**config.mk**
```make
export PLATFORM = sky130hd
export DESIGN_NAME = hvt_cfg
export DESIGN_NICKNAME = d
export VERILOG_FILES = /design/src/hvt_pkg.sv /design/src/hvt_cfg.sv
export SDC_FILE = /design/constraint.sdc
export NUM_CORES = 1
export LEC_CHECK = 0
export BUFFER_PORTS_ARGS = -buffer_cell sky130_fd_sc_hd__buf_2
export CAP_MARGIN = 20
export CORE_AREA = 2 2 224 226
export DETAILED_ROUTE_END_ITERATION = 8
export DIE_AREA = 0 0 226 228
export PLACE_DENSITY = 0.7
export SYNTH_ARGS = -nofsm -noshare
export SYNTH_HDL_FRONTEND = slang
export SYNTH_SLANG_ARGS = --single-unit
```
**constraint.sdc**
```tcl
create_clock -name clk -period 0.9 [get_ports clk]
set_clock_uncertainty 0.1 [all_clocks]
set_input_delay 0.09 -clock clk [delete_from_list [all_inputs] [get_ports clk]]
set_output_delay 0.09 -clock clk [all_outputs]
set_load 0.05 [all_outputs]
```
**src/hvt_pkg.sv**
```systemverilog
// ----------------------------------------------------------------------------
// hvt_pkg
// Shared widths, types and reset constants for the homogeneous vector transform.
// ----------------------------------------------------------------------------
`default_nettype none

package hvt_pkg;

    // number format
    localparam int FRAC_BITS = 16;
    localparam int ELEM_W    = 32;

    // vector and matrix shape
    localparam int DIM       = 4;
    localparam int NUM_REGS  = 8;
    localparam int REG_W     = 2 * ELEM_W;
    localparam int IDX_W     = $clog2(NUM_REGS);

    // datapath widths: exact product, pair sum, total sum, shifted sum
    localparam int PROD_W    = 2 * ELEM_W;
    localparam int PAIR_W    = PROD_W + 1;
    localparam int SUM_W     = PROD_W + 2;
    localparam int SHR_W     = SUM_W - FRAC_BITS;

    // register indexes
    localparam logic [IDX_W-1:0] REG_COL0_ROWS01 = IDX_W'(0);
    localparam logic [IDX_W-1:0] REG_COL0_ROWS23 = IDX_W'(1);
    localparam logic [IDX_W-1:0] REG_COL1_ROWS01 = IDX_W'(2);
    localparam logic [IDX_W-1:0] REG_COL1_ROWS23 = IDX_W'(3);
    localparam logic [IDX_W-1:0] REG_COL2_ROWS01 = IDX_W'(4);
    localparam logic [IDX_W-1:0] REG_COL2_ROWS23 = IDX_W'(5);
    localparam logic [IDX_W-1:0] REG_COL3_ROWS01 = IDX_W'(6);
    localparam logic [IDX_W-1:0] REG_COL3_ROWS23 = IDX_W'(7);

    // fixed-point one and the identity register contents
    localparam logic [REG_W-1:0] ONE_LO = REG_W'(64'd1 << FRAC_BITS);
    localparam logic [REG_W-1:0] ONE_HI = ONE_LO << ELEM_W;

    typedef logic signed [ELEM_W-1:0] elem_t;
    typedef logic signed [PROD_W-1:0] prod_t;
    typedef logic signed [PAIR_W-1:0] pair_t;
    typedef logic signed [SUM_W-1:0]  sum_t;
    typedef logic signed [SHR_W-1:0]  shr_t;

    typedef elem_t vec_t [DIM];
    typedef elem_t mat_t [DIM][DIM];  // [row][col]

    // stage load enables for one lane
    typedef struct packed {
        logic en_mul;
        logic en_pair;
        logic en_sum;
    } lane_ctl_t;

    // identity matrix contents of each register
    function automatic logic [REG_W-1:0] reg_reset_value(input logic [IDX_W-1:0] idx);
        logic [REG_W-1:0] val;
        begin
            unique case (idx)
                REG_COL0_ROWS01: val = ONE_LO;
                REG_COL1_ROWS01: val = ONE_HI;
                REG_COL2_ROWS23: val = ONE_LO;
                REG_COL3_ROWS23: val = ONE_HI;
                default:         val = '0;
            endcase
            return val;
        end
    endfunction

endpackage

`default_nettype wire

```
**src/hvt_cfg.sv**
```systemverilog
// ----------------------------------------------------------------------------
// hvt_cfg
// Matrix configuration registers, reset to identity, unpacked to row/column form.
// ----------------------------------------------------------------------------
`default_nettype none

module hvt_cfg
    import hvt_pkg::*;
(
    input  wire logic             clk,
    input  wire logic             rst_n,
    input  wire logic             cfg_wr_en,
    input  wire logic [IDX_W-1:0] cfg_index,
    input  wire logic [REG_W-1:0] cfg_data,
    output mat_t                  mat
);

    logic [REG_W-1:0] col_reg [NUM_REGS];

    // register file
    always_ff @(posedge clk or negedge rst_n)
    begin
        if (!rst_n)
        begin
            for (int i = 0; i < NUM_REGS; i++)
            begin
                col_reg[i] <= reg_reset_value(IDX_W'(i));
            end
        end
        else if (cfg_wr_en)
        begin
            col_reg[cfg_index] <= cfg_data;
        end
    end

    // element k = 4*col + row lives in register k/2, half k%2
    always_comb
    begin
        for (int r = 0; r < DIM; r++)
        begin
            for (int c = 0; c < DIM; c++)
            begin
                if ((((DIM * c) + r) % 2) == 1)
                begin
                    mat[r][c] = col_reg[((DIM * c) + r) / 2][REG_W-1:ELEM_W];
                end
                else
                begin
                    mat[r][c] = col_reg[((DIM * c) + r) / 2][ELEM_W-1:0];
                end
            end
        end
    end

endmodule

`default_nettype wire

```
* Word level (Yosys, flattened, before mapping)
Cells that the tools add are included.
** Word-level totals
- Output and inout bits :: 512
- Input bits :: 70
- Flip-flop bits (word level) :: 512
- Logic and storage cells :: 15
** Operators by class
- $lt $le $gt $ge :: 2
- Reduce and logical (&&, ||, !) cells :: 1
- Bitwise operators :: 1
- Muxes and demuxes :: 3
** Operator list (count)
- $bwmux 512 :: 1
- $demux 64 s3 :: 1
- $mux 64 :: 1
- $ge 4x4->1 const B :: 1
- $lt 4x1->1 const B :: 1
- $not 3->4 :: 1
- $logic_and 1x1->1 :: 1

* Depth between registers and ports, before layout
- Depth after elaboration :: 6
- Mapped depth :: 4
- Gate-level depth less buffers :: 2

* Worst setup path before layout
OpenSTA, ideal clock, no wires.
- Kind :: input-to-reg
- Start point :: in cfg_index[0]
- End point :: reg col_reg, in the netlist mat[352]
- Path buffers :: 2
- Library setup time :: 0.125 ns
- Required time :: 0.675 ns
- Data arrival time :: 1.017 ns
- Cell stages on the path :: 4
- Setup slack :: -0.342 ns
- Cell sequence :: nor4b_2 buf_4 buf_4 mux2_2
** On the way
- Longest elaborated chain between the ends :: 6
- Elaborated cells on any way between the ends :: 7
- Those cells by class :: order compare: 2; mux: 3; bitwise: 1; reduce/logical: 1
** RTL lines
- from (decl) :: RTL line hvt_cfg.sv:13 : input wire logic [IDX_W-1:0] cfg_index,
- $not 3->4 (implied by the code) (*) :: RTL line hvt_cfg.sv:32 : col_reg[cfg_index] <= cfg_data;
- $ge 4x4->1 (implied by the code) / $lt 4x1->1 (equally long branches) :: RTL line hvt_cfg.sv:32
- $logic_and 1x1->1 (implied by the code) :: RTL line hvt_cfg.sv:32
- $mux 64 (implied by the code) :: RTL line hvt_cfg.sv:32
- $demux 64 s3 (*) :: RTL line hvt_cfg.sv:32
- $bwmux 512 (*) :: RTL line hvt_cfg.sv:32
- to (signal, indexed assignment) :: RTL line hvt_cfg.sv:27 : col_reg[i] <= reg_reset_value(IDX_W'(i));
- to (signal, indexed assignment) :: RTL line hvt_cfg.sv:32
- to (decl) :: RTL line hvt_cfg.sv:18 : logic [REG_W-1:0] col_reg [NUM_REGS];
Mark *: on every way between the ends. The rest lies on a longest branch, timed or not.
A chain may end at the register's enable or synchronous reset.

* Worst setup path after layout
- Start point :: reg col_reg, in the netlist mat[496]
- End point :: out mat[496] (netlist name)
** RTL lines
- to (decl) :: RTL line hvt_cfg.sv:15 : output mat_t mat
No word-level cell between the ends.

==> flow_summary.ini <==
[run_status]
status = finished with violations
failed_checks = negative setup slack

[timing]
rsz0062_at_grt = true
max_freq_mhz = 678
setup_viol = 1384
min_period_over_period = 1.64
hold_viol = 0
fin_tns_setup_ns = -344.01
slew_headroom = 0.440
worst_pin_slew_ns = 0.837
slew_violations = 0
finalCriticalPeriod_ns = 1.48
holdWs_ns = 0.0282
fin_ws_ns = -0.575

[yosys]
post_synth.cell_area_avg_sq_um = 17.7
synth-xor-area-share = 0
synth-simple-area-share = 0.00476
yosys.area_share.adder = 0
ys_top_cells_by_area = dfrtp_1 (66%), mux2_2 (30%), clkbuf_8 (1.3%)
yosys_warnings = 0
synth_top_area_share = 0.662
synthDistinctLibCells = 11
synthMuxAreaShare = 0.300
syn_nets = 1157
ys_ff_latch = 512
yosysTopAreaCell = dfrtp_1
synth_top_family_by_area = multiplexers
syn_area_sq_um = 19200
syn_inst = 1087
synth_compound_area_frac = 0
synth_seq_area_share = 0.668

[setup_path]
critPathLaunch = mat[496]
worstSetupPathType = reg -> out
start_kind = flip-flop
slowest_stage = dfstp_2
cp_top_family = flip-flops
critPathMaxFanout = 2
r2r_start = mat[489]
cp.required_ns = 0.71
cp.arrival_ns = 1.29
worstSetupEndpointType = primary output
cp_cell_sequence = buf_8
critPathBufInv = 1
worst_path_largest_cell_delay_ns = 0.55

[floorplanning]
fp.dieW_um = 226
start_util = 0.389
fp.dieH_um = 228
rows = 82
dieArea_sq_um = 51500
core_area_sq_um = 49300
io_pins = 582

[grt]
grt_usage = 0.241
grt_pass1_wl_mm = 93.5
grt_max_degree = 47
grt_pass1_vias = 14600
antenna_found_initial = 0
overflow = 0

[drt]
wirelength_mm = 64.5
drc_errors = 0
detail-route-antenna-nets = 0
wl_per_cell_um = 24.1
firstDrtPassIters = 5
dr_total_vias = 13400
drtIter0Drc = 696
vias_per_cell = 4.99

[clock_network]
numCtsBuffers = 52
cts_tree = yes
clock_latency_ns = 0.58
cts_max_level = 2
path_clk_slew_ns = 0.06
root_buffer = clkbuf_16
clockBufferDepth = 3
cts.sinks = 512

[placed_design]
pre_cts_slack_ns = -0.676
port_buffers = 581
place_congestion = 0.809
place_area_sq_um = 23900
dp_cells = 2345
dp_hpwl_mm = 37.0

[pwr]
power_density_nw_per_um2 = 3090
vdd_drop_max_mv = 2.00
p_leak_nw = 14.2

[cells_and_area]
nets = 2034
instances_no_fill = 2678
finalInstanceArea_sq_um = 31100
largest_reg_flops = 512
fillers = 3228
n_antenna_cell = 0
drive_gt1_frac = 0.841
synthToLayoutAreaGrowth_pct = 62.1

[hold_path]
min-delay-path-class = in -> async

[job]
cap_violations = 0
[worst register-to-register path, stage by stage, from the launching register on]
cell and delay [ns]:
dfrtp_1 0.40, buf_4 0.14, buf_4 0.12, mux2_2 0.27
[cells in the final DEF (no fill, tap or decap), types with 4 or more instances in the layout]
cell type / netlist / routed
clkbuf_16: 0 / 53
clkbuf_8: 18 / 16
clkinv_2: 0 / 9
mux2_4: 0 / 68
buf_6: 3 / 481
buf_8: 0 / 36
mux2_2: 512 / 444
buf_4: 25 / 192
buf_2: 9 / 64
clkbuf_1: 0 / 12
dfrtp_1: 508 / 238
dlygate4sd3_1: 0 / 65
dfrtp_2: 0 / 270
dfstp_2: 4 / 4
buf_12: 0 / 33
bufbuf_16: 0 / 5
[path summary, 6_finish.rpt]
path                            slack, ns  depth (start not counted)  endpoint
worst max-delay path                -0.58                          1  mat[496]
worst min-delay path                 0.03                          2  mat[195]
worst max register to register      -0.25                          3  mat[489]
worst min register to register       0.42                          1  mat[387]
max in group asynchronous           -0.28                          4   mat[76]
min in group clk                     0.04                          4    mat[8]
[report_power, final]
part	leakage, nW	switching, W	internal, W
combinational	7.54	0.0250	0.0166
clock	0.854	0.00908	0.0127
sequential	5.85	0.00414	0.0287
[timing repair]
action                                  4_1_cts  5_1_grt
pin swaps                                     1        0
hold endpoints to repair                   1024      512
gates resized for setup                    1069       16
setup buffers                                56      110
gates cloned                                  6        0
hold buffers                                 65        1
endpoints found under the setup margin      706     1420
[cell type report]
type	instances	area (sq um)	share of cell area
timing repair buffer	878	9250	0.297
clock buffer	81	1590	0.0512
multi-input combinational	520	6140	0.197
clock inverter	15	138	0.00442
tap	672	841	0.0270
sequential	512	13200	0.423
[synthesized netlist by cell type]
cell type and number:
and4bb_2 3, buf_2 9, buf_4 25, buf_6 3
clkbuf_8 18, dfrtp_1 508, dfstp_2 4, mux2_2 512
nand4_2 1, nand4b_1 3, nor4b_2 1
[metrics by stage]
stage,utilization,total power (W)
finish,0.630,0.0963
global route,0.630,0.0992
CTS,0.613,0.0942
detailed placement,0.483,0.0635
global placement,0.483,0.0629
floorplan,-,0.0548
[cell families after synthesis]
logic type	after synthesis
buf+inv	55
flops	512
mux	512
simple gates	8
[metal layers]
| metal | routed length [um] | part of all wire | vias up | track usage |
|---|---|---|---|---|
| li1 | - | - | 5625 | - |
| met2 | 33300 | 0.52 | 554 | 0.418 |
| met3 | 4310 | 0.067 | 187 | 0.0648 |
| met4 | 2890 | 0.045 | 0 | 0.104 |
| met1 | 24000 | 0.37 | 6996 | 0.279 |
| met5 | 0 | 0 | - | 0 |
Power figures use the tool's default switching activity.
