===== src/hvt_pkg.sv =====
// ----------------------------------------------------------------------------
// hvt_pkg
// Shared widths, types and reset constants for the homogeneous vector transform.
// ----------------------------------------------------------------------------
`default_nettype none

package hvt_pkg;

    // number format
    localparam int FRAC_BITS = 16;
    localparam int ELEM_W    = 32;

    // vector and matrix shape
    localparam int DIM       = 4;
    localparam int NUM_REGS  = 8;
    localparam int REG_W     = 2 * ELEM_W;
    localparam int IDX_W     = $clog2(NUM_REGS);

    // datapath widths: exact product, pair sum, total sum, shifted sum
    localparam int PROD_W    = 2 * ELEM_W;
    localparam int PAIR_W    = PROD_W + 1;
    localparam int SUM_W     = PROD_W + 2;
    localparam int SHR_W     = SUM_W - FRAC_BITS;

    // register indexes
    localparam logic [IDX_W-1:0] REG_COL0_ROWS01 = IDX_W'(0);
    localparam logic [IDX_W-1:0] REG_COL0_ROWS23 = IDX_W'(1);
    localparam logic [IDX_W-1:0] REG_COL1_ROWS01 = IDX_W'(2);
    localparam logic [IDX_W-1:0] REG_COL1_ROWS23 = IDX_W'(3);
    localparam logic [IDX_W-1:0] REG_COL2_ROWS01 = IDX_W'(4);
    localparam logic [IDX_W-1:0] REG_COL2_ROWS23 = IDX_W'(5);
    localparam logic [IDX_W-1:0] REG_COL3_ROWS01 = IDX_W'(6);
    localparam logic [IDX_W-1:0] REG_COL3_ROWS23 = IDX_W'(7);

    // fixed-point one and the identity register contents
    localparam logic [REG_W-1:0] ONE_LO = REG_W'(64'd1 << FRAC_BITS);
    localparam logic [REG_W-1:0] ONE_HI = ONE_LO << ELEM_W;

    typedef logic signed [ELEM_W-1:0] elem_t;
    typedef logic signed [PROD_W-1:0] prod_t;
    typedef logic signed [PAIR_W-1:0] pair_t;
    typedef logic signed [SUM_W-1:0]  sum_t;
    typedef logic signed [SHR_W-1:0]  shr_t;

    typedef elem_t vec_t [DIM];
    typedef elem_t mat_t [DIM][DIM];  // [row][col]

    // stage load enables for one lane
    typedef struct packed {
        logic en_mul;
        logic en_pair;
        logic en_sum;
    } lane_ctl_t;

    // identity matrix contents of each register
    function automatic logic [REG_W-1:0] reg_reset_value(input logic [IDX_W-1:0] idx);
        logic [REG_W-1:0] val;
        begin
            unique case (idx)
                REG_COL0_ROWS01: val = ONE_LO;
                REG_COL1_ROWS01: val = ONE_HI;
                REG_COL2_ROWS23: val = ONE_LO;
                REG_COL3_ROWS23: val = ONE_HI;
                default:         val = '0;
            endcase
            return val;
        end
    endfunction

endpackage

`default_nettype wire


===== src/hvt_if.sv =====
// ----------------------------------------------------------------------------
// hvt_if
// Valid/ready channels for input vertices and transformed results.
// ----------------------------------------------------------------------------
`default_nettype none


// result channel
interface hvt_out_if
    import hvt_pkg::*;
();
    logic  valid;
    logic  ready;
    elem_t out_x;
    elem_t out_y;
    elem_t out_z;
    elem_t out_w;
    logic  overflow;

    modport source (output valid, output out_x, output out_y, output out_z, output out_w,
                    output overflow, input ready);
    modport sink   (input valid, input out_x, input out_y, input out_z, input out_w,
                    input overflow, output ready);
endinterface

`default_nettype wire


===== src/hvt_merge.sv =====
// ----------------------------------------------------------------------------
// hvt_merge
// Saturates the four lane sums, merges overflow flags, holds the result word.
// ----------------------------------------------------------------------------
`default_nettype none

module hvt_merge
    import hvt_pkg::*;
(
    input  wire logic  clk,
    input  wire logic  rst_n,
    input  wire logic  lane_valid,
    input  wire shr_t  lane_shr [DIM],
    output logic       free,
    hvt_out_if.source  result
);

    elem_t sat      [DIM];
    logic  lane_ovf [DIM];
    logic  ovf_any;
    elem_t res_reg  [DIM];
    logic  ovf_reg;
    logic  valid_reg;

    // per-lane saturation: in range when the bits above bit 31 match the sign
    always_comb
    begin
        ovf_any = 1'b0;
        for (int r = 0; r < DIM; r++)
        begin
            lane_ovf[r] = !((&lane_shr[r][SHR_W-1:ELEM_W-1]) ||
                            !(|lane_shr[r][SHR_W-1:ELEM_W-1]));
            if (!lane_ovf[r])
            begin
                sat[r] = lane_shr[r][ELEM_W-1:0];
            end
            else if (lane_shr[r][SHR_W-1])
            begin
                sat[r] = {1'b1, {(ELEM_W-1){1'b0}}};
            end
            else
            begin
                sat[r] = {1'b0, {(ELEM_W-1){1'b1}}};
            end
            ovf_any = ovf_any | lane_ovf[r];
        end
    end

    // output word holds until taken
    assign free = !valid_reg || result.ready;

    always_ff @(posedge clk or negedge rst_n)
    begin
        if (!rst_n)
        begin
            valid_reg <= 1'b0;
        end
        else if (free)
        begin
            valid_reg <= lane_valid;
        end
    end

    always_ff @(posedge clk)
    begin
        if (free && lane_valid)
        begin
            for (int r = 0; r < DIM; r++)
            begin
                res_reg[r] <= sat[r];
            end
            ovf_reg <= ovf_any;
        end
    end

    assign result.valid    = valid_reg;
    assign result.out_x    = res_reg[0];
    assign result.out_y    = res_reg[1];
    assign result.out_z    = res_reg[2];
    assign result.out_w    = res_reg[3];
    assign result.overflow = ovf_reg;

endmodule

`default_nettype wire

===== src/flat_wrapper.sv =====
// flat-port wrapper written by rule: the top's interface ports become plain ports
module hvt_merge_flat import hvt_pkg::*;
  (clk, rst_n, lane_valid, lane_shr, free, result_valid, result_out_x, result_out_y, result_out_z, result_out_w, result_overflow, result_ready);
  hvt_out_if result_i ();
  input  wire logic clk;
  input  wire logic rst_n;
  input  wire logic lane_valid;
  input  wire shr_t lane_shr[DIM];
  output logic free;
  output wire logic [$bits(result_i.valid)-1:0] result_valid;
  output wire logic [$bits(result_i.out_x)-1:0] result_out_x;
  output wire logic [$bits(result_i.out_y)-1:0] result_out_y;
  output wire logic [$bits(result_i.out_z)-1:0] result_out_z;
  output wire logic [$bits(result_i.out_w)-1:0] result_out_w;
  output wire logic [$bits(result_i.overflow)-1:0] result_overflow;
  input wire logic [$bits(result_i.ready)-1:0] result_ready;
  assign result_valid = result_i.valid;
  assign result_out_x = result_i.out_x;
  assign result_out_y = result_i.out_y;
  assign result_out_z = result_i.out_z;
  assign result_out_w = result_i.out_w;
  assign result_overflow = result_i.overflow;
  assign result_i.ready = result_ready;
  hvt_merge u_core (.clk(clk), .rst_n(rst_n), .lane_valid(lane_valid), .lane_shr(lane_shr), .free(free), .result(result_i));
endmodule

===== config.mk =====
export PLATFORM = sky130hd
export DESIGN_NAME = hvt_merge_flat
export DESIGN_NICKNAME = d
export VERILOG_FILES = /design/src/hvt_pkg.sv /design/src/hvt_if.sv /design/src/hvt_merge.sv /design/src/flat_wrapper.sv
export SDC_FILE = /design/constraint.sdc
export NUM_CORES = 1
export LEC_CHECK = 0
export BUFFER_PORTS_ARGS = -buffer_cell sky130_fd_sc_hd__buf_2
export CORE_MARGIN = 8
export CORE_UTILIZATION = 44
export DETAILED_ROUTE_END_ITERATION = 10
export GPL_ROUTABILITY_DRIVEN = 0
export GPL_TIMING_DRIVEN = 0
export PLACE_DENSITY = 0.82
export SYNTH_ARGS = -nofsm -noshare
export SYNTH_HDL_FRONTEND = slang
export SYNTH_SLANG_ARGS = --single-unit

===== constraint.sdc =====
create_clock -name clk -period 4.4 [get_ports clk]
set_clock_uncertainty 0.15 [all_clocks]
set_input_delay 0.66 -clock clk [delete_from_list [all_inputs] [get_ports clk]]
set_output_delay 0.66 -clock clk [all_outputs]
set_load 0.03 [all_outputs]

# == After elaboration in Yosys (flattened, before gate mapping) ==
# Memories as Yosys holds them, arrays and structs flattened.
# Cells that the tools add are included.
# word_totals
register_bits,2
mem_bits_rw,128
in_bits,204
output_inout_bits,131
wordCells,39
mem_count,1
# memory_table
name,words,width,rd,rd_ports_with_merged_regs,write_ports,line,rtl
u_core.res_reg,4,32,4,0,4,hvt_merge.sv:21,elem_t res_reg [DIM];
# classes
mux,10
n_bitwise,3
n_reduce_logical,23
# ops
operator,count
$mux W32,8
$reduce_and A19 Y1,4
$reduce_or A19 Y1,4
$logic_not A1 Y1,9
$logic_or A1 B1 Y1,5
$or A1 B1 Y1,3
$mux W1,2
$logic_and A1 B1 Y1,1

# == Depth between registers and ports, before layout ==
# Gate-level depths: netlist of run 1.
# logic_depth
ltp_word,7
mapped_depth,6
mapped_depth_nobuf,5

# == Least setup slack after synthesis of run 1 ==
# OpenSTA, ideal clock, no wires.
# synth_path
kind,input-to-reg
start,in result_ready
end,"mem u_core.res_reg[0][0] (netlist name), enable pin"
arrival_time_ns,4.005
t_required_ns,3.747
slack_ns,-0.257
cell_stages,2
path_buffers,0
cell_sequence,nand2b_1 and2_1
# synth_lines
item,line,rtl
from (decl),flat_wrapper.sv:16,input wire logic [$bits(result_i.ready)-1:0] result_ready;
to (decl),hvt_merge.sv:21,

==> run summary, run 1 <==
The run finished with clean final reports. By instance count, the leading cell after synthesis is sky130_fd_sc_hd__edfxtp_1. The design internal power was 2600 uW; the number of iterations in the first detailed-routing pass was 4. After synthesis, the cell types taking the most area are sky130_fd_sc_hd__edfxtp_1 69%, sky130_fd_sc_hd__a21o_2 13%, sky130_fd_sc_hd__a21o_1 5.2%. The worst-skew pair later-pin latency came out at 0.41 ns. The number of buffers inserted during clock tree synthesis was 17. The number of nets in the synthesized netlist is 550. The worst supply voltage drop on vdd was 0.239 mV.

Die outline width: 129 um. Initial antenna violation count: 0. After layout, the worst path uses 49.0% of the clock period. Measured against its own limit, the worst slew margin works out to 43.8%.

Of all cell types, the one taking the most synthesized area is sky130_fd_sc_hd__edfxtp_1. Counting distinct cell types in the post-synthesis netlist gives 19. The proportion of netlist area held by the largest area contributor was 68.5%.

The post-cts hold buffer count is 1. Summing all multi-input logic gate instances after layout gives 1480 um2. The post-route netlist has 67.6% of its cells at a drive strength greater than 1. In the final routed layout, each cell accounts on average for 19.0 um. Setup repair after global routing left no endpoint under its margin. The pin count of the biggest net entering global routing came out at 68.

The total of max-cap violations was 0. The chip height was 129 um. In this run the static leakage power is 0.00389 uW. The tools report the startpoint class of the critical path as a flip-flop.

The setup total negative slack came out at 0 ns. The data required time of the worst path was 4.33 ns; the detail-routed via count per cell was 4.98. Based on the critical path, the design can be clocked at up to 0.464 GHz. The synthesis-stage register bit count is 130, and the global-route total usage across every layer is 19.5%. Measured on the finished design, the core utilization comes to 65.3%. The final critical path time including I/O delays and setup was 2.16 ns. The launch point of the worst reg-to-reg path is u_core.result.valid.

Capturing point of the worst reg2reg path: u_core.res_reg[0][29]. Number of global-route vias before repair: 4795. The power share of the sequential group was 43.2%. Endpoint type of the worst setup path: a flip-flop. Counting every sink on the clock net gives 130.

In the synthesized netlist, the number of instances is 346. Clock share of power: 44.0%. Of the total power, the share spent switching nets is 23.1%.

The detailed router finished its first iteration with 183 violations. Registers take 3900 um2. Buffers added to address setup during post-CTS repair amount to 0. The net count of the finished layout is 905.

The aggregate global routing overflow came out at 0. The share of async-settable or async-resettable flops after synthesis is 0.769%, and the number of setup violations in the final report is 0. The register with the most flip-flops in the layout has 128 of them. By startpoint and endpoint, the worst setup path is classified as reg -> reg. The net switching power came out at 782 uW. The tools report the wire length of the first global-routing pass as 24600 um. The tools report the root buffer selected by CTS as sky130_fd_sc_hd__clkbuf_16.

Once detailed placement completed, the half-perimeter wirelength came to 13200 um. For the worst reg-to-reg setup slack, the log shows 2.24 ns. Along the worst path, the maximum fanout reaches 67. The most critical setup path has its endpoint at u_core.res_reg[0][29]. Yosys mapped a number of flops with a built-in enable equal to 129.

Launching instance or port of the critical path: u_core.result.valid. Row generation in the floorplan step produced 41 rows. Dividing total power by cell area gives a power density of 413 nW/um2.

For this block, the routed nets add up to 16800 um of wire. Number of remaining DRC errors: 0. After clock tree synthesis, the clock-pin slew on the worst setup and hold paths is 0.05 ns. Ranked by instance count, the synthesized netlist is headed by 129 x sky130_fd_sc_hd__edfxtp_1, 85 x sky130_fd_sc_hd__a21o_2, 39 x sky130_fd_sc_hd__a21o_1. In this run, post-CTS repair resized a total of 0 instances. For the initial cell density of the core, the log shows 45.0%.

For this run, the number of Yosys warnings is 0. The core footprint is 12600 um2, and the proportion of power drawn by combinational gates is 12.9%. The clock tree synthesis step divided the H-tree into 4 levels. The die covers 16700 um2. The path depth of the worst reg2reg path is 3, and the final-layout fill cell count is 952.

The post-synthesis instance area is 5650 um2. The layout overhead on the synthesized area is 45.1%, and the total I/O pin count is 335. TritonCTS built the clock tree. The predominant post-synthesis flop cell was sky130_fd_sc_hd__edfxtp_1. Input and output buffers added on the ports amount to 334. The worst-margin pin slew was 0.843 ns; the overall via count from detail_route was 4410. Maximum count of clock buffers along a single path: 2. The min-delay analysis places its worst path in the category in -> reg.

The logs give 0 for the residual antenna-violating net count after detailed routing and 2.09 ns for the arrival time of the worst setup path. Each instance of the synthesized netlist takes up on average 16.3 um2. Count of final max-slew check failures: 0. The tools report the sequential area share after synthesis as 69.0%. The final hold violation count was 0.

The repair_antennas step left the layout with diodes totalling 0.
-- worst max-delay path, stage by stage (launching register included) --
cell and delay [ns]:
sky130_fd_sc_hd__dfrtp_1 0.37, sky130_fd_sc_hd__nand2b_1 0.16, sky130_fd_sc_hd__and2_4 0.72, sky130_fd_sc_hd__buf_16 0.37
-- per-stage QoR --
| stage | power, uW | instance area (um2) | instances | hold WS (ns) | worst slack [ns] |
|---|---|---|---|---|---|
| after detailed placement | 1920 | 7570 | 853 | 0.287 | 1.83 |
| after global placement | 1910 | 7540 | 852 | 0.285 | 0.763 |
| final | 3390 | 8200 | 886 | 0.324 | 2.24 |
| after floorplan | 1730 | 5660 | 346 | 0.214 | 1.16 |
| after CTS | 3420 | 8200 | 886 | 0.305 | 2.22 |
| after global routing | 3490 | 8200 | 886 | 0.330 | 2.11 |
-- cells by family (layout without fill, tap and decap cells) --
family	Yosys count	count (layout)	synth area share (%)
AO/OA/AOI/OAI	132	132	19.9
buffers and inverters	28	396	4.85
flip-flops	130	130	69.0
AND/OR/NAND/NOR	56	56	6.28
-- cells in the final DEF (no fill, tap or decap), drive strengths merged --
cell type	count
a21o	124
a311oi	4
a31o	4
and2	1
and3	4
buf	359
bufinv	5
clkbuf	19
clkinv	8
clkinvlp	1
dfrtp	1
dlygate4sd3	4
edfxtp	129
nand2b	2
nand4	21
nor2	8
nor4	20
-- layer usage --
layer | GRT usage, % | part of all wire, % | vias up | wire [um]
met1 | 19.5 | 35 | 2063 | 5860
met3 | 8.92 | 11 | 29 | 1870
met4 | 8.43 | 2.1 | 0 | 351
li1 | - | - | 2098 | -
met2 | 34.2 | 52 | 220 | 8720
met5 | 0 | 0 | - | 0
-- power by group through the flow --
| stage | registers [uW] | logic [uW] | clock network (uW) |
|---|---|---|---|
| global route | 1470 | 465 | 1560 |
| detailed placement | 1490 | 438 | 0 |
| global placement | 1490 | 422 | 0 |
| CTS | 1460 | 441 | 1520 |
| finish | 1460 | 437 | 1490 |
| floorplan | 1620 | 105 | 0 |
-- how the worst min path moves through the flow --
stage / start / endpoint / slack (ns) / cells after the start
finish: lane_valid / u_core.result.valid / 0.32 / 2
global route: lane_valid / u_core.result.valid / 0.33 / 2
CTS: lane_valid / u_core.result.valid / 0.30 / 2
detailed placement: rst_n / u_core.result.valid / 0.29 / 1
global placement: rst_n / u_core.result.valid / 0.28 / 1
floorplan: rst_n / u_core.result.valid / 0.21 / 0
-- cell type report --
| type | instances | area share [%] |
|---|---|---|
| Sequential cell | 130 | 47.5 |
| Timing Repair Buffer | 336 | 20.8 |
| Multi-Input combinational cell | 188 | 18.1 |
| Clock buffer | 18 | 5.23 |
| Buffer | 28 | 3.34 |
| Tap cell | 172 | 2.62 |
| Clock inverter | 14 | 2.35 |
Power figures use the tool's default switching activity.
==> inputs of run 2 (changes only) <==
- clock period: 4.4 -> 2.2 ns (I/O delays scaled with it)
==> run summary, run 2 (same netlist as run 1, synthesis figures left out) <==
The flow ran to the end, and the final reports show no timing, DRC or antenna violations. The proportion of total power due to net switching was 22.5%; the count of buffers from port buffering was 334. The setup total negative slack is 0 ns.

In this run, the number of DRC markers left after iteration 0 of detailed routing was 304. The launch point of the worst reg-to-reg path is u_core.result.valid. Dividing the detail-routed wire length by the instance count gives 19.4 um. The tightest min-delay check is of the in -> reg type. Summed over all layers, the global routing overflow is 0. Derived from the worst setup path, the maximum achievable clock frequency is 0.521 GHz.

Leaving out fill and tap cells, the most frequent cells in the layout are 337 x sky130_fd_sc_hd__buf_2, 129 x sky130_fd_sc_hd__edfxtp_1, 85 x sky130_fd_sc_hd__a21o_2. The clock edge transition at the registers on the reported setup and hold paths came out at 0.06 ns. The number of global-route vias before repair is 4935. The core region is 12600 um2. The fraction of the cycle the final worst path needs came out at 87.2%.

Number of iterations in the first detailed-routing pass: 4. Entering global routing, the biggest net connects 68 pins. The critical path class is in -> reg. The worst setup path is launched from an input pin. Design internal power: 5410 uW. The startpoint identified for the worst hold timing path is lane_shr[9].

335 I/O pins were placed. The worst register-to-register path has a setup slack of 0.36 ns. For the finished layout, the period the worst path requires is 1.92 ns. Global routing used 35.6% of the available met2 tracks. The run gives 18.5% as the met1 demand-to-capacity share in global routing. Traced cell by cell, the critical path runs through dlygate4sd3_1 > buf_2 > and2_4 > buf_16.

The number of flip-flops in the largest register works out to 128. The path with the worst hold slack has its endpoint at u_core.res_reg[3][9]. At the pin with the least slew margin, the transition time is 0.728 ns. The critical path's slowest cell is sky130_fd_sc_hd__dlygate4sd3_1.

Buffers inserted during clock tree synthesis total 17. The logs give 0 for the total of max-cap violations and 0 for the count of final max-slew check failures. Cells fill 65.9% of the core in the end. Setup repair after global routing left no endpoint under its margin. After detailed routing, the total wire length is 17300 um.

The run gives 1570 uW as the net switching power. The path depth of the worst reg2reg path is 3. The root buffer selected by CTS is sky130_fd_sc_hd__clkbuf_16. For this run, global-route usage on met3 was measured as 8.75%. Measured against its own limit, the worst slew margin works out to 51.5%. For this run, the total global-route usage over all layers was measured as 19.8%.

The overall via count from detail_route was 4528; the area enclosed by the die boundary was 16700 um2. The total chip power is 6980 uW, and the peak fanout along the critical path is 67. In this run the most used layer during global routing was met2. The number of remaining DRC errors is 0, and the detail-routed via count per cell is 5.09. The initial antenna violation count came out at 1. TritonCTS built the clock tree. The tools report the proportion of power drawn by combinational gates as 12.7%. The fraction of layout cells with a size suffix above 1 came out at 68.2%.

For the data required time of the worst path, the log shows 2.12 ns. For the worst setup path, the data arrival time is 1.84 ns. The commonest non-fill, non-tap cell in the layout is sky130_fd_sc_hd__buf_2. The H-tree depth was 4. IR analysis of the VDD net gives a maximum drop of 0.657 mV. The net count of the finished layout is 907.

Capturing point of the worst reg2reg path: u_core.res_reg[0][9]. The final hold violation count is 0. STA classifies the critical path endpoint as a flip-flop. Leakage component of the power: 0.00392 uW. Setup violations remaining at the end of the flow were counted as 0. Clock tree synthesis found a total of 130 sinks. The longest clock path from root to sink contains 2 buffers. The run gives 0 as the residual antenna-violating net count after detailed routing. The power share of the sequential group came out at 41.9%.

The tools report the wire length of the first global-routing pass as 25000 um. Once the floorplan was initialized, standard cells occupied 45.0% of the core. For the worst-skew pair, the clock arrives at the later sink with an insertion delay of 0.41 ns. The clock network burns 45.4% of the power. Measured along the y axis, the die boundary spans 129 um. In this run the horizontal extent of the chip is 129 um. The layout overhead on the synthesized area is 46.4%, and the instance count along the most critical hold path is 2. The floorplan has 41 rows. The largest incremental delay on the critical path is 0.52 ns, and the power density over cell area is 843 nW/um2. The HPWL after detailed placement was 13300 um; the number of gates resized after cts was 0.
## run 2: changes by cell type in the layout (fill, tap and decap cells not counted)
cell | previous run | this run
sky130_fd_sc_hd__and2_2 | 0 | 1
sky130_fd_sc_hd__clkinv_2 | 4 | 2
sky130_fd_sc_hd__dlygate4sd3_1 | 4 | 5
sky130_fd_sc_hd__clkbuf_1 | 2 | 4
sky130_fd_sc_hd__dfrtp_2 | 0 | 1
sky130_fd_sc_hd__nand2b_1 | 2 | 1
sky130_fd_sc_hd__clkinv_1 | 4 | 0
sky130_fd_sc_hd__clkbuf_8 | 0 | 2
sky130_fd_sc_hd__dfrtp_1 | 1 | 0
sky130_fd_sc_hd__bufinv_16 | 5 | 6
sky130_fd_sc_hd__clkinvlp_4 | 1 | 2
sky130_fd_sc_hd__diode_2 | 0 | 1
sky130_fd_sc_hd__nand2b_4 | 0 | 1
## run 2: worst max-delay path, delay by kind of cell
kind,cells,cell delay [ns]
buffers and inverters,3,1.01
and+or+nand+nor,1,0.44
## run 2: power by group through the flow
stage | registers [uW] | logic (uW) | clock network (uW)
finish | 2920 | 883 | 3170
global placement | 2970 | 843 | 0
floorplan | 3250 | 213 | 0
detailed placement | 2970 | 877 | 0
global route | 2930 | 936 | 3320
CTS | 2930 | 884 | 3220
## run 2: layout make-up
| cell class | count | area (um2) |
|---|---|---|
| fillers | 920 | 4290 |
| repair buffers | 337 | 1720 |
| diodes | 1 | 2.50 |
| multi-input cells | 189 | 1500 |
| clock buffers | 22 | 464 |
| plain buffers | 28 | 274 |
| clock inverters | 10 | 205 |
| flip-flops and latches | 130 | 3900 |
| well taps | 172 | 215 |
## run 2: timing repair
item | 4_1_cts | 5_1_grt
setup endpoints to repair | 0 | 67
buffers inserted | 0 | 0
hold buffers | 2 | 0
endpoints found under the hold margin | 2 | 0
## run 2: through the flow
stage               area [um2]  setup WS [ns]  instances  hold WS, ns
global placement          7550         -0.132        852      -0.0448
global route              8280          0.203        889       0.0182
CTS                       8270         0.0526        887       0.0167
detailed placement        7580         0.0459        853      -0.0394
floorplan                 5670         0.0289        346       -0.116
finish                    8280          0.281        889       0.0422
## run 2: worst max path at each step
stage | startpoint | cells past startpoint | end
after floorplan | u_core.result.valid | 2 | u_core.res_reg[0][0]
after global placement | result_ready | 3 | u_core.res_reg[0][10]
after detailed placement | result_ready | 4 | u_core.res_reg[0][22]
after CTS | lane_valid | 4 | u_core.res_reg[0][9]
after global routing | lane_shr[191] | 7 | u_core.res_reg[0][20]
final | lane_valid | 4 | u_core.res_reg[0][9]
## run 2: metal layers
metal	wire length, um	vias to the layer above
li1	-	2112
met1	5770	2122
met2	9060	254
met3	1930	40
met4	518	0
met5	0	-
